==> config.mk <==
export PLATFORM = sky130hd
export DESIGN_NAME = dtsd_finish
export DESIGN_NICKNAME = d
export VERILOG_FILES = /design/src/rtl/core/dtsd_pkg.sv /design/src/rtl/core/dtsd_finish.sv
export SDC_FILE = /design/constraint.sdc
export NUM_CORES = 2
export LEC_CHECK = 0
export BUFFER_PORTS_ARGS = -buffer_cell sky130_fd_sc_hd__clkbuf_2
export CAP_MARGIN = 40
export CELL_PAD_IN_SITES_DETAIL_PLACEMENT = 0
export CELL_PAD_IN_SITES_GLOBAL_PLACEMENT = 1
export CORE_MARGIN = 3
export CORE_UTILIZATION = 52
export CTS_CLUSTER_SIZE = 30
export DETAILED_ROUTE_END_ITERATION = 12
export HOLD_SLACK_MARGIN = 0.03
export PLACE_DENSITY = 0.95
export SETUP_SLACK_MARGIN = 0.15
export SYNTH_ARGS = -nofsm -noshare
export SYNTH_HDL_FRONTEND = slang
export SYNTH_SLANG_ARGS = --single-unit
==> constraint.sdc <==
create_clock -name clk_i -period 22 [get_ports clk_i]
set_input_delay 2.2 -clock clk_i [delete_from_list [all_inputs] [get_ports clk_i]]
set_output_delay 2.2 -clock clk_i [all_outputs]
set_load 0.1 [all_outputs]
==> src/rtl/core/dtsd_pkg.sv <==
// shared types, codes and constant tables of the decimal scaler
package dtsd_pkg;

  localparam int unsigned MaxDecimals = 18;

  localparam logic [0:0] CFG_DECIMALS = 1'b0;
  localparam logic [0:0] CFG_MODE     = 1'b1;

  typedef enum logic [1:0] {
    RM_NEAREST   = 2'd0,
    RM_HALF_EVEN = 2'd1,
    RM_DOWN      = 2'd2,
    RM_EXACT     = 2'd3
  } rnd_mode_e;

  typedef enum logic [1:0] {
    ERR_NONE  = 2'd0,
    ERR_INPUT = 2'd1,
    ERR_RANGE = 2'd2,
    ERR_PREC  = 2'd3
  } err_e;

  // rounded binary64 product sm * 2^se
  typedef struct packed {
    logic [52:0]        sm;
    logic signed [12:0] se;
    logic [5:0]         bl;  // bit length of sm
    logic [6:0]         k;   // se minus input exponent
  } dbl_t;

  // sideband that travels beside the multiplier stages
  typedef struct packed {
    logic               err_in;
    logic               not_max;
    logic signed [11:0] e;
  } side_t;

  function automatic logic [63:0] pow10(input logic [4:0] d);
    logic [63:0] v;
    case (d)
      5'd0:  v = 64'd1;
      5'd1:  v = 64'd10;
      5'd2:  v = 64'd100;
      5'd3:  v = 64'd1000;
      5'd4:  v = 64'd10000;
      5'd5:  v = 64'd100000;
      5'd6:  v = 64'd1000000;
      5'd7:  v = 64'd10000000;
      5'd8:  v = 64'd100000000;
      5'd9:  v = 64'd1000000000;
      5'd10: v = 64'd10000000000;
      5'd11: v = 64'd100000000000;
      5'd12: v = 64'd1000000000000;
      5'd13: v = 64'd10000000000000;
      5'd14: v = 64'd100000000000000;
      5'd15: v = 64'd1000000000000000;
      5'd16: v = 64'd10000000000000000;
      5'd17: v = 64'd100000000000000000;
      5'd18: v = 64'd1000000000000000000;
      5'd19: v = 64'd10000000000000000000;
      default: v = 64'd0;
    endcase
    return v;
  endfunction

  // bit length of pow10
  function automatic logic [6:0] pow10_len(input logic [4:0] d);
    logic [6:0] v;
    case (d)
      5'd0:  v = 7'd1;
      5'd1:  v = 7'd4;
      5'd2:  v = 7'd7;
      5'd3:  v = 7'd10;
      5'd4:  v = 7'd14;
      5'd5:  v = 7'd17;
      5'd6:  v = 7'd20;
      5'd7:  v = 7'd24;
      5'd8:  v = 7'd27;
      5'd9:  v = 7'd30;
      5'd10: v = 7'd34;
      5'd11: v = 7'd37;
      5'd12: v = 7'd40;
      5'd13: v = 7'd44;
      5'd14: v = 7'd47;
      5'd15: v = 7'd50;
      5'd16: v = 7'd54;
      5'd17: v = 7'd57;
      5'd18: v = 7'd60;
      5'd19: v = 7'd64;
      default: v = 7'd0;
    endcase
    return v;
  endfunction

endpackage

==> src/rtl/core/dtsd_finish.sv <==
// three-stage integer split, rounding decision and result select
module dtsd_finish (
  input  logic                clk_i,
  input  logic [2:0]          en_i,
  input  dtsd_pkg::dbl_t      s_i,
  input  dtsd_pkg::dbl_t      t_i,
  input  dtsd_pkg::side_t     side_i,
  input  logic [63:0]         x_i,
  input  logic [6:0]          xlen_i,
  input  dtsd_pkg::rnd_mode_e mode_i,
  output logic [63:0]         value_o,
  output logic [1:0]          err_o
);

  // stage 1 results
  logic [63:0] ip1_q, fl1_q, xk1_q, xkm1_q;
  logic [52:0] f1_q;
  logic [5:0]  h1_q;
  logic h_ok1_q, geh1_q, win0_1_q, kz1_q, k_ok1_q, km1_ok1_q;
  logic s_big1_q, s_inf1_q, t_big1_q, err_in1_q, not_max1_q;

  always_ff @(posedge clk_i) begin
    logic signed [13:0] ssum, tsum;
    logic signed [12:0] neg, tneg, pm;
    logic [5:0]  n6;
    logic [63:0] tmp;
    logic [6:0]  km1;
    logic [63:0] ip;
    logic [52:0] f;
    logic [5:0]  h;
    logic        h_ok, geh;
    if (en_i[0]) begin
      ssum = $signed({8'd0, s_i.bl}) + 14'(s_i.se);
      tsum = $signed({8'd0, t_i.bl}) + 14'(t_i.se);
      neg  = -s_i.se;
      tneg = -t_i.se;
      n6   = neg[5:0];
      s_big1_q   <= (s_i.sm != '0) && (ssum > 14'sd64);
      s_inf1_q   <= (s_i.sm != '0) && (ssum > 14'sd1024);
      t_big1_q   <= (t_i.sm != '0) && (tsum > 14'sd64);
      err_in1_q  <= side_i.err_in;
      not_max1_q <= side_i.not_max;
      // integer and fraction parts
      ip   = '0;
      f    = '0;
      h    = '0;
      h_ok = 1'b0;
      geh  = 1'b0;
      tmp  = 64'(s_i.sm) >> (n6 - 6'd1);
      if (s_i.sm == '0) begin
        ip = '0;
      end else if (s_i.se >= 0) begin
        ip = 64'(s_i.sm) << s_i.se[5:0];
      end else if (neg > 13'sd63) begin
        f    = s_i.sm;
        h    = 6'd63;
        h_ok = (neg == 13'sd64);
      end else begin
        ip   = 64'(s_i.sm) >> n6;
        f    = s_i.sm & ((53'd1 << n6) - 53'd1);
        h    = n6 - 6'd1;
        h_ok = 1'b1;
        geh  = tmp[0];
      end
      ip1_q   <= ip;
      f1_q    <= f;
      h1_q    <= h;
      h_ok1_q <= h_ok;
      geh1_q  <= geh;
      // next double, floored
      if (t_i.se >= 0) fl1_q <= 64'(t_i.sm) << t_i.se[5:0];
      else if (tneg > 13'sd63) fl1_q <= '0;
      else fl1_q <= 64'(t_i.sm) >> tneg[5:0];
      // tolerance terms
      pm = -13'(side_i.e) - 13'sd1;
      win0_1_q <= (pm <= 0) || ((pm < 13'sd64) && ($signed({6'd0, xlen_i}) > pm));
      km1       = s_i.k - 7'd1;
      kz1_q     <= (s_i.k == '0);
      k_ok1_q   <= (s_i.k < 7'd64);
      km1_ok1_q <= (km1 < 7'd64);
      xk1_q     <= x_i >> s_i.k[5:0];
      xkm1_q    <= x_i >> km1[5:0];
    end
  end

  // stage 2: tie window, exactness and down correction
  logic [63:0] ip2_q;
  logic        up2_q;
  logic [1:0]  err2_q;

  always_ff @(posedge clk_i) begin
    logic [63:0] half, dev, f64, g, gh;
    logic        in_tie, ok3, upd, up;
    dtsd_pkg::err_e err;
    if (en_i[1]) begin
      f64  = 64'(f1_q);
      half = 64'd1 << h1_q;
      dev  = (f64 >= half) ? f64 - half : half - f64;
      gh   = (64'd1 << (7'(h1_q) + 7'd1)) - f64;
      g    = (f64 == '0) ? '0 : (geh1_q ? gh : f64);
      if (f64 == '0) in_tie = win0_1_q;
      else if (!h_ok1_q) in_tie = 1'b0;
      else in_tie = (dev == '0) || (k_ok1_q && dev <= xk1_q);
      if (g == '0) ok3 = 1'b1;
      else if (kz1_q) ok3 = ((g + 64'd1) >> 1) <= x_i;
      else ok3 = km1_ok1_q && (g <= xkm1_q);
      upd = (f64 != '0) && not_max1_q &&
            (t_big1_q || ((ip1_q != '1) && (65'(fl1_q) >= 65'(ip1_q) + 65'd1)));
      case (mode_i)
        dtsd_pkg::RM_NEAREST:   up = geh1_q;
        dtsd_pkg::RM_HALF_EVEN: up = in_tie ? ip1_q[0] : geh1_q;
        dtsd_pkg::RM_DOWN:      up = upd;
        dtsd_pkg::RM_EXACT:     up = geh1_q;
        default:                up = geh1_q;
      endcase
      if (err_in1_q) err = dtsd_pkg::ERR_INPUT;
      else if (s_inf1_q && mode_i == dtsd_pkg::RM_EXACT) err = dtsd_pkg::ERR_PREC;
      else if (s_big1_q) err = dtsd_pkg::ERR_RANGE;
      else if (mode_i == dtsd_pkg::RM_EXACT && !ok3) err = dtsd_pkg::ERR_PREC;
      else err = dtsd_pkg::ERR_NONE;
      ip2_q  <= ip1_q;
      up2_q  <= up;
      err2_q <= err;
    end
  end

  // stage 3: increment and final select
  logic [63:0] val3_q;
  logic [1:0]  err3_q;

  always_ff @(posedge clk_i) begin
    if (en_i[2]) begin
      if (err2_q != dtsd_pkg::ERR_NONE) begin
        val3_q <= '0;
        err3_q <= err2_q;
      end else if (up2_q && ip2_q == '1) begin
        val3_q <= '0;
        err3_q <= dtsd_pkg::ERR_RANGE;
      end else begin
        val3_q <= ip2_q + 64'(up2_q);
        err3_q <= dtsd_pkg::ERR_NONE;
      end
    end
  end

  assign value_o = val3_q;
  assign err_o   = err3_q;

endmodule

=== Word level (Yosys, flattened, before mapping) ===
Cells that the tools add are included.
W data, S select, Z words.

* Bits in registers: 459
* Bits of input ports: 249
* Output and inout bits: 66
* Logic and storage cells: 127

* Add/sub/neg operators: 16
* $lt $le $gt $ge: 17
* Eq/ne operators: 6
* Shift-type cells: 10
* Muxes and demuxes: 23
* Bitwise gates (word level): 1
* Reduce and logical (&&, ||, !) cells: 31

{| class="wikitable"
|+ Operator list
! kind !! count
|-
| $mux W64 || 7
|-
| $reduce_bool A53 Y1 || 3
|-
| $le A64 B64 Y1 || 2
|-
| $logic_not A64 Y1 || 2
|-
| $shl A53 B6 Y64 || 2
|-
| $shr A53 B6 Y64 || 2
|-
| $shr A64 B6 Y64 || 2
|-
| $sub A64 B53 Y64 || 2
|-
| $logic_not A53 Y1 || 2
|-
| $add A64 B1 Y65 const B || 1
|-
| $ge A64 B65 Y1 || 1
|-
| $add A64 B1 Y64 || 1
|-
| $add A64 B1 Y64 const B || 1
|-
| $eq A64 B64 Y1 const B || 1
|-
| $ge A53 B64 Y1 || 1
|-
| $le A63 B64 Y1 || 1
|-
| $ne A64 B64 Y1 const B || 1
|-
| $shl A1 B6 Y64 const A || 1
|-
| $shl A1 B7 Y64 const A || 1
|-
| $sub A53 B64 Y64 || 1
|-
| $and A53 B53 Y53 || 1
|-
| $mux W53 || 1
|-
| $shl A1 B6 Y53 const A || 1
|-
| $shr A53 B6 Y1 || 1
|-
| 31 further kinds || 65
|}

=== Logic depth before layout (Yosys ltp) ===
* Depth after elaboration: 15
* Mapped depth: 41
* Depth with buffers taken out: 38

=== Least setup slack after synthesis ===
OpenSTA, ideal clock, no wires.

* Kind: reg2reg
* Start point: register h1_q[1]
* End point: register err2_q[1] (data pin)
* Setup time: 0.146 ns
* Data arrival time: 8.221 ns
* Data required time: 21.854 ns
* Setup slack: 13.633 ns
* Stages on the path, launching flop included: 35
* Path buffers: 2
* Period minus slack after synthesis: 8.367 ns
* Cells stage by stage: edfxtp_1 > clkbuf_1 > nand2_1 > clkinv_1 > ha_1 > clkbuf_1 > inv_1 > or3_1 > or3_1 > ha_1 > fa_1 > and2b_4 > o21ai_0 > or3b_2 > a31oi_1 > or4_1 > nand4b_1 > or4_1 > and4bb_1 > nand3_2 > nand4b_1 > nor2_2 > nand2_1 > nor2_2 > nand3_1 > xnor2_1 > ha_1 > nand4_1 > or4b_2 > nor3_1 > o31a_1 > o22ai_1 > a21oi_1 > nand3_1 > a21oi_1

* Longest elaborated chain between the ends: 15
* Elaborated cells between the ends (all ways): 18
* Those cells by class: add/sub: 3; order compare: 2; shift: 1; mux: 8; reduce/logical: 4

{| class="wikitable"
|+ Ends and longest elaborated chain
! element !! RTL line !! RTL
|-
| start, declared || dtsd_finish.sv:18 || <nowiki>logic [5:0] h1_q;</nowiki>
|-
| start signal, assigned || dtsd_finish.sv:67 || <nowiki>h1_q <= h;</nowiki>
|-
| $add A6 B1 Y7 (*) || dtsd_finish.sv:99 || <nowiki>gh = (64'd1 << (7'(h1_q) + 7'd1)) - f64;</nowiki>
|-
| $shl A1 B7 Y64 (*) || dtsd_finish.sv:99 ||
|-
| $sub A64 B53 Y64 (*) || dtsd_finish.sv:99 ||
|-
| $mux W64 (*) (2 in a row) || dtsd_finish.sv:100 || <nowiki>g = (f64 == '0) ? '0 : (geh1_q ? gh : f64);</nowiki>
|-
| $add A64 B1 Y64 / $le A64 B64 Y1 (equally long branches) || dtsd_finish.sv:105, dtsd_finish.sv:106 ||
|-
| $le A63 B64 Y1 / $logic_and A1 B1 Y1 (equally long branches) || dtsd_finish.sv:105, dtsd_finish.sv:106 ||
|-
| $mux W1 || dtsd_finish.sv:105 || <nowiki>else if (kz1_q) ok3 = ((g + 64'd1) >> 1) <= x_i;</nowiki>
|-
| $mux W1 (*) || dtsd_finish.sv:104 || <nowiki>if (g == '0) ok3 = 1'b1;</nowiki>
|-
| $mux W1 (*) || dtsd_finish.sv:95 || <nowiki>if (en_i[1]) begin</nowiki>
|-
| $logic_not A1 Y1 (*) || dtsd_finish.sv:119 || <nowiki>else if (mode_i == dtsd_pkg::RM_EXACT && !ok3) err = dtsd_pkg::ERR_PREC;</nowiki>
|-
| $logic_and A1 B1 Y1 (*) || dtsd_finish.sv:119 ||
|-
| $mux W2 (*) || dtsd_finish.sv:119 ||
|-
| $mux W2 (*) || dtsd_finish.sv:118 || <nowiki>else if (s_big1_q) err = dtsd_pkg::ERR_RANGE;</nowiki>
|-
| $mux W2 (*) || dtsd_finish.sv:117 || <nowiki>else if (s_inf1_q && mode_i == dtsd_pkg::RM_EXACT) err = dtsd_pkg::ERR_PREC;</nowiki>
|-
| end signal, assigned || dtsd_finish.sv:123 || <nowiki>err2_q <= err;</nowiki>
|-
| end, declared || dtsd_finish.sv:89 || <nowiki>logic [1:0] err2_q;</nowiki>
|}

Every way passes the cells marked *; elsewhere a longest branch is shown, timed or not. The select of a mux whose other input is x is not followed.
A chain may end at the register's enable or synchronous reset.

=== Worst setup path in the final report ===
* Start point: register h1_q[0]
* End point: register err2_q[1] (data pin)

The elaborated chain is that of the path after synthesis.

==> flow_summary.yaml <==
run_status:
  status: "finished clean"
synthesis:
  synth_top_area_cell: "edfxtp_1"
  ys_seq_elements: 459
  syn-cell-area_sq_um: 61400
  synthCells: 7909
  synth.distinct_cells: 112
  ys.flop_type: "edfxtp_1"
  syn_avg_cell_area_sq_um: 7.76
  ys_warn_count: 0
  syn-num-nets: 8616
  async_flop_share_pct: 0
  yosys-top-cells-area: "edfxtp_1, ha_1, mux4_2, nand2_1, mux2i_1"
  synth_edf_count: 459
  yosysSeqAreaShare_pct: 22.4
  netlist.area_leader.share_pct: 22.4
power:
  p_leak_uw: 0.0272
  p_total_uw: 3900
  ir_drop_mv: 0.0919
  power_density_nw_per_um2: 59.2
grt:
  grt_usage_pct: 43.7
  grt_pass1_vias: 60400
  overflow: 0
  grt_max_degree: 122
  antenna_found_initial: 13
  grt_pass1_wl_microns: 400000
placed_design:
  dpl.hpwl_microns: 214000
  dpl_cell_area_sq_um: 64200
  gp_congestion: 1.09
  portBuffers: 307
cts:
  htreeDepth: 2
  cts_buffers: 51
  cts_tree: "yes"
  cts_max_path_buffers: 3
  post_cts_buffers: 0
  cts-root-buf: "clkbuf_16"
  clk_pin_slew_ns: 0.07
  cts_resized: 0
  clock-sinks: 459
  clock_latency_ns: 0.67
  hold_buffers: 0
final_layout:
  fin_nets: 8572
  layout_commonest_cell: "nand2_1"
  layout_common_cells: "nand2_1, nor2_1, a21oi_1"
  syn2layout_area_growth_pct: 7.31
  drive_above_1_share_pct: 11.4
  stdcell_area_sq_um: 65900
hold_path:
  hold_path.class: "flip-flop to flip-flop"
  hold_start: "ip1_q[51]"
critical_path:
  crit_top_cell: "ha_1"
  r2r_start: "h1_q[0]"
  critPathCaptureType: "flip-flop"
  startpoint_type: "flip-flop"
  critPathMaxStageDelay_ns: 0.81
  criticalPathCategory: "flip-flop to flip-flop"
  slowest_stage: "a221oi_1"
  crit_start: "h1_q[0]"
  crit_arrival_ns: 12.29
  path_buf_inv: 2
  critical-path-top-delay-family: "simple AND/OR/NAND/NOR gates"
  cp_data_required_time_ns: 22.52
  cp_max_fo: 17
die:
  num_io_pins: 315
  fp-row-count: 125
  core_sq_um: 117000
  die_h_microns: 350
  die-width_microns: 350
  die_area_sq_um: 122000
  start_util_pct: 52.6
timing:
  min_period_over_period_pct: 53.5
  min_period_ns: 11.76
  fmax_mhz: 85.0
  finClkSkew_ns: 0.0941
  finalSetupViolations: 0
  tns_ns: 0
  finalMaxSlewViolations: 0
  rsz0062_at_grt: "false"
  slew-limit-headroom_pct: 30.9
  tightestPinTransition_ns: 1.04
  report.final.hold_viol_count: 0
routing:
  routed_wl_microns: 279000
  via_per_inst: 6.97
  vias: 65800
  drt-initial-drc-count: 10300
  dr.pass1.iters: 8
  drtAntennaViolNets: 0
  wl_per_cell_microns: 29.5
  drc: 0
flow_run:
  max-cap-violations: 0
## metal layers
metal	up-vias	share of wire, %	global-route usage, %	routed length [microns]
met5	-	0.026	0	73
met4	12	7.7	26.3	21400
met3	998	12	10.6	34000
met2	4748	42	65.4	117000
met1	31100	38	57.1	106000
li1	28900	-	-	-
## through the flow
step	hold WS, ns	setup WS [ns]	utilization (%)	std cells
floorplan	0.463	13.63	-	7909
global placement	0.506	10.66	54.8	9314
detailed placement	0.502	10.58	55.0	9335
CTS	0.515	10.54	56.5	9430
global route	0.529	9.92	56.5	9431
finish	0.516	10.24	56.5	9438
## where the power goes
| part | switching (uW) | total, uW | internal, uW |
|---|---|---|---|
| clock network | 388 | 881 | 493 |
| registers | 81.0 | 1140 | 1060 |
| logic | 1260 | 1880 | 617 |
| total | 1730 | 3900 | 2170 |
## Yosys cell counts (all sizes together) (15+ instances only)
master	n
nand2	1065
nor2	881
a21oi	658
o21ai	595
clkbuf	461
edfxtp	459
ha	453
inv	402
mux2i	342
mux4	199
nand3	174
nand4	173
xnor2	172
xor2	135
nand2b	131
nor3	131
o22ai	130
a21o	105
a211oi	103
nor2b	87
nor4	87
buf	81
mux2	73
o211ai	67
a31oi	64
o21a	63
and3	57
and2	39
or3	35
or2	34
o21bai	29
and4	28
a21boi	25
o31ai	25
or4	24
a221oi	20
a22oi	20
o221ai	19
a22o	18
a311oi	17
o22a	16
o2111ai	15
## registers in the layout, summed over array words and instances, names as in the netlist
register,count
kz1_q,1
err_in1_q,1
err2_q,2
err_o,2
value_o,64
fl1_q,64
up2_q,1
xkm1_q,64
k_ok1_q,1
t_big1_q,1
xk1_q,64
f1_q,53
h_ok1_q,1
h1_q,6
geh1_q,1
win0_1_q,1
s_inf1_q,1
ip2_q,64
ip1_q,64
s_big1_q,1
not_max1_q,1
km1_ok1_q,1
## final timing paths
kind,cells past startpoint,end,slack (ns)
max,31,err2_q[1],10.24
min,0,ip2_q[51],0.52
max reg2reg,31,err2_q[1],10.24
min reg2reg,0,ip2_q[51],0.52
## layout make-up
| class | count | area [sq um] |
|---|---|---|
| clock buffers | 59 | 1310 |
| repair buffers | 445 | 2670 |
| multi-input cells | 6500 | 44300 |
| clock inverters | 36 | 405 |
| inverters | 408 | 1530 |
| well taps | 1524 | 1910 |
| fillers | 11000 | 50800 |
| flip-flops and latches | 459 | 13800 |
| diodes | 7 | 17.5 |
## kinds of logic after synthesis
kind of cell	share of synthesized area, %
simple gates	22.6
compound gates	21.1
buf+inv	5.84
mux	14.2
fa+ha+maj	9.41
flops	22.4
xor+xnor	4.38
Power figures use the tool's default switching activity.
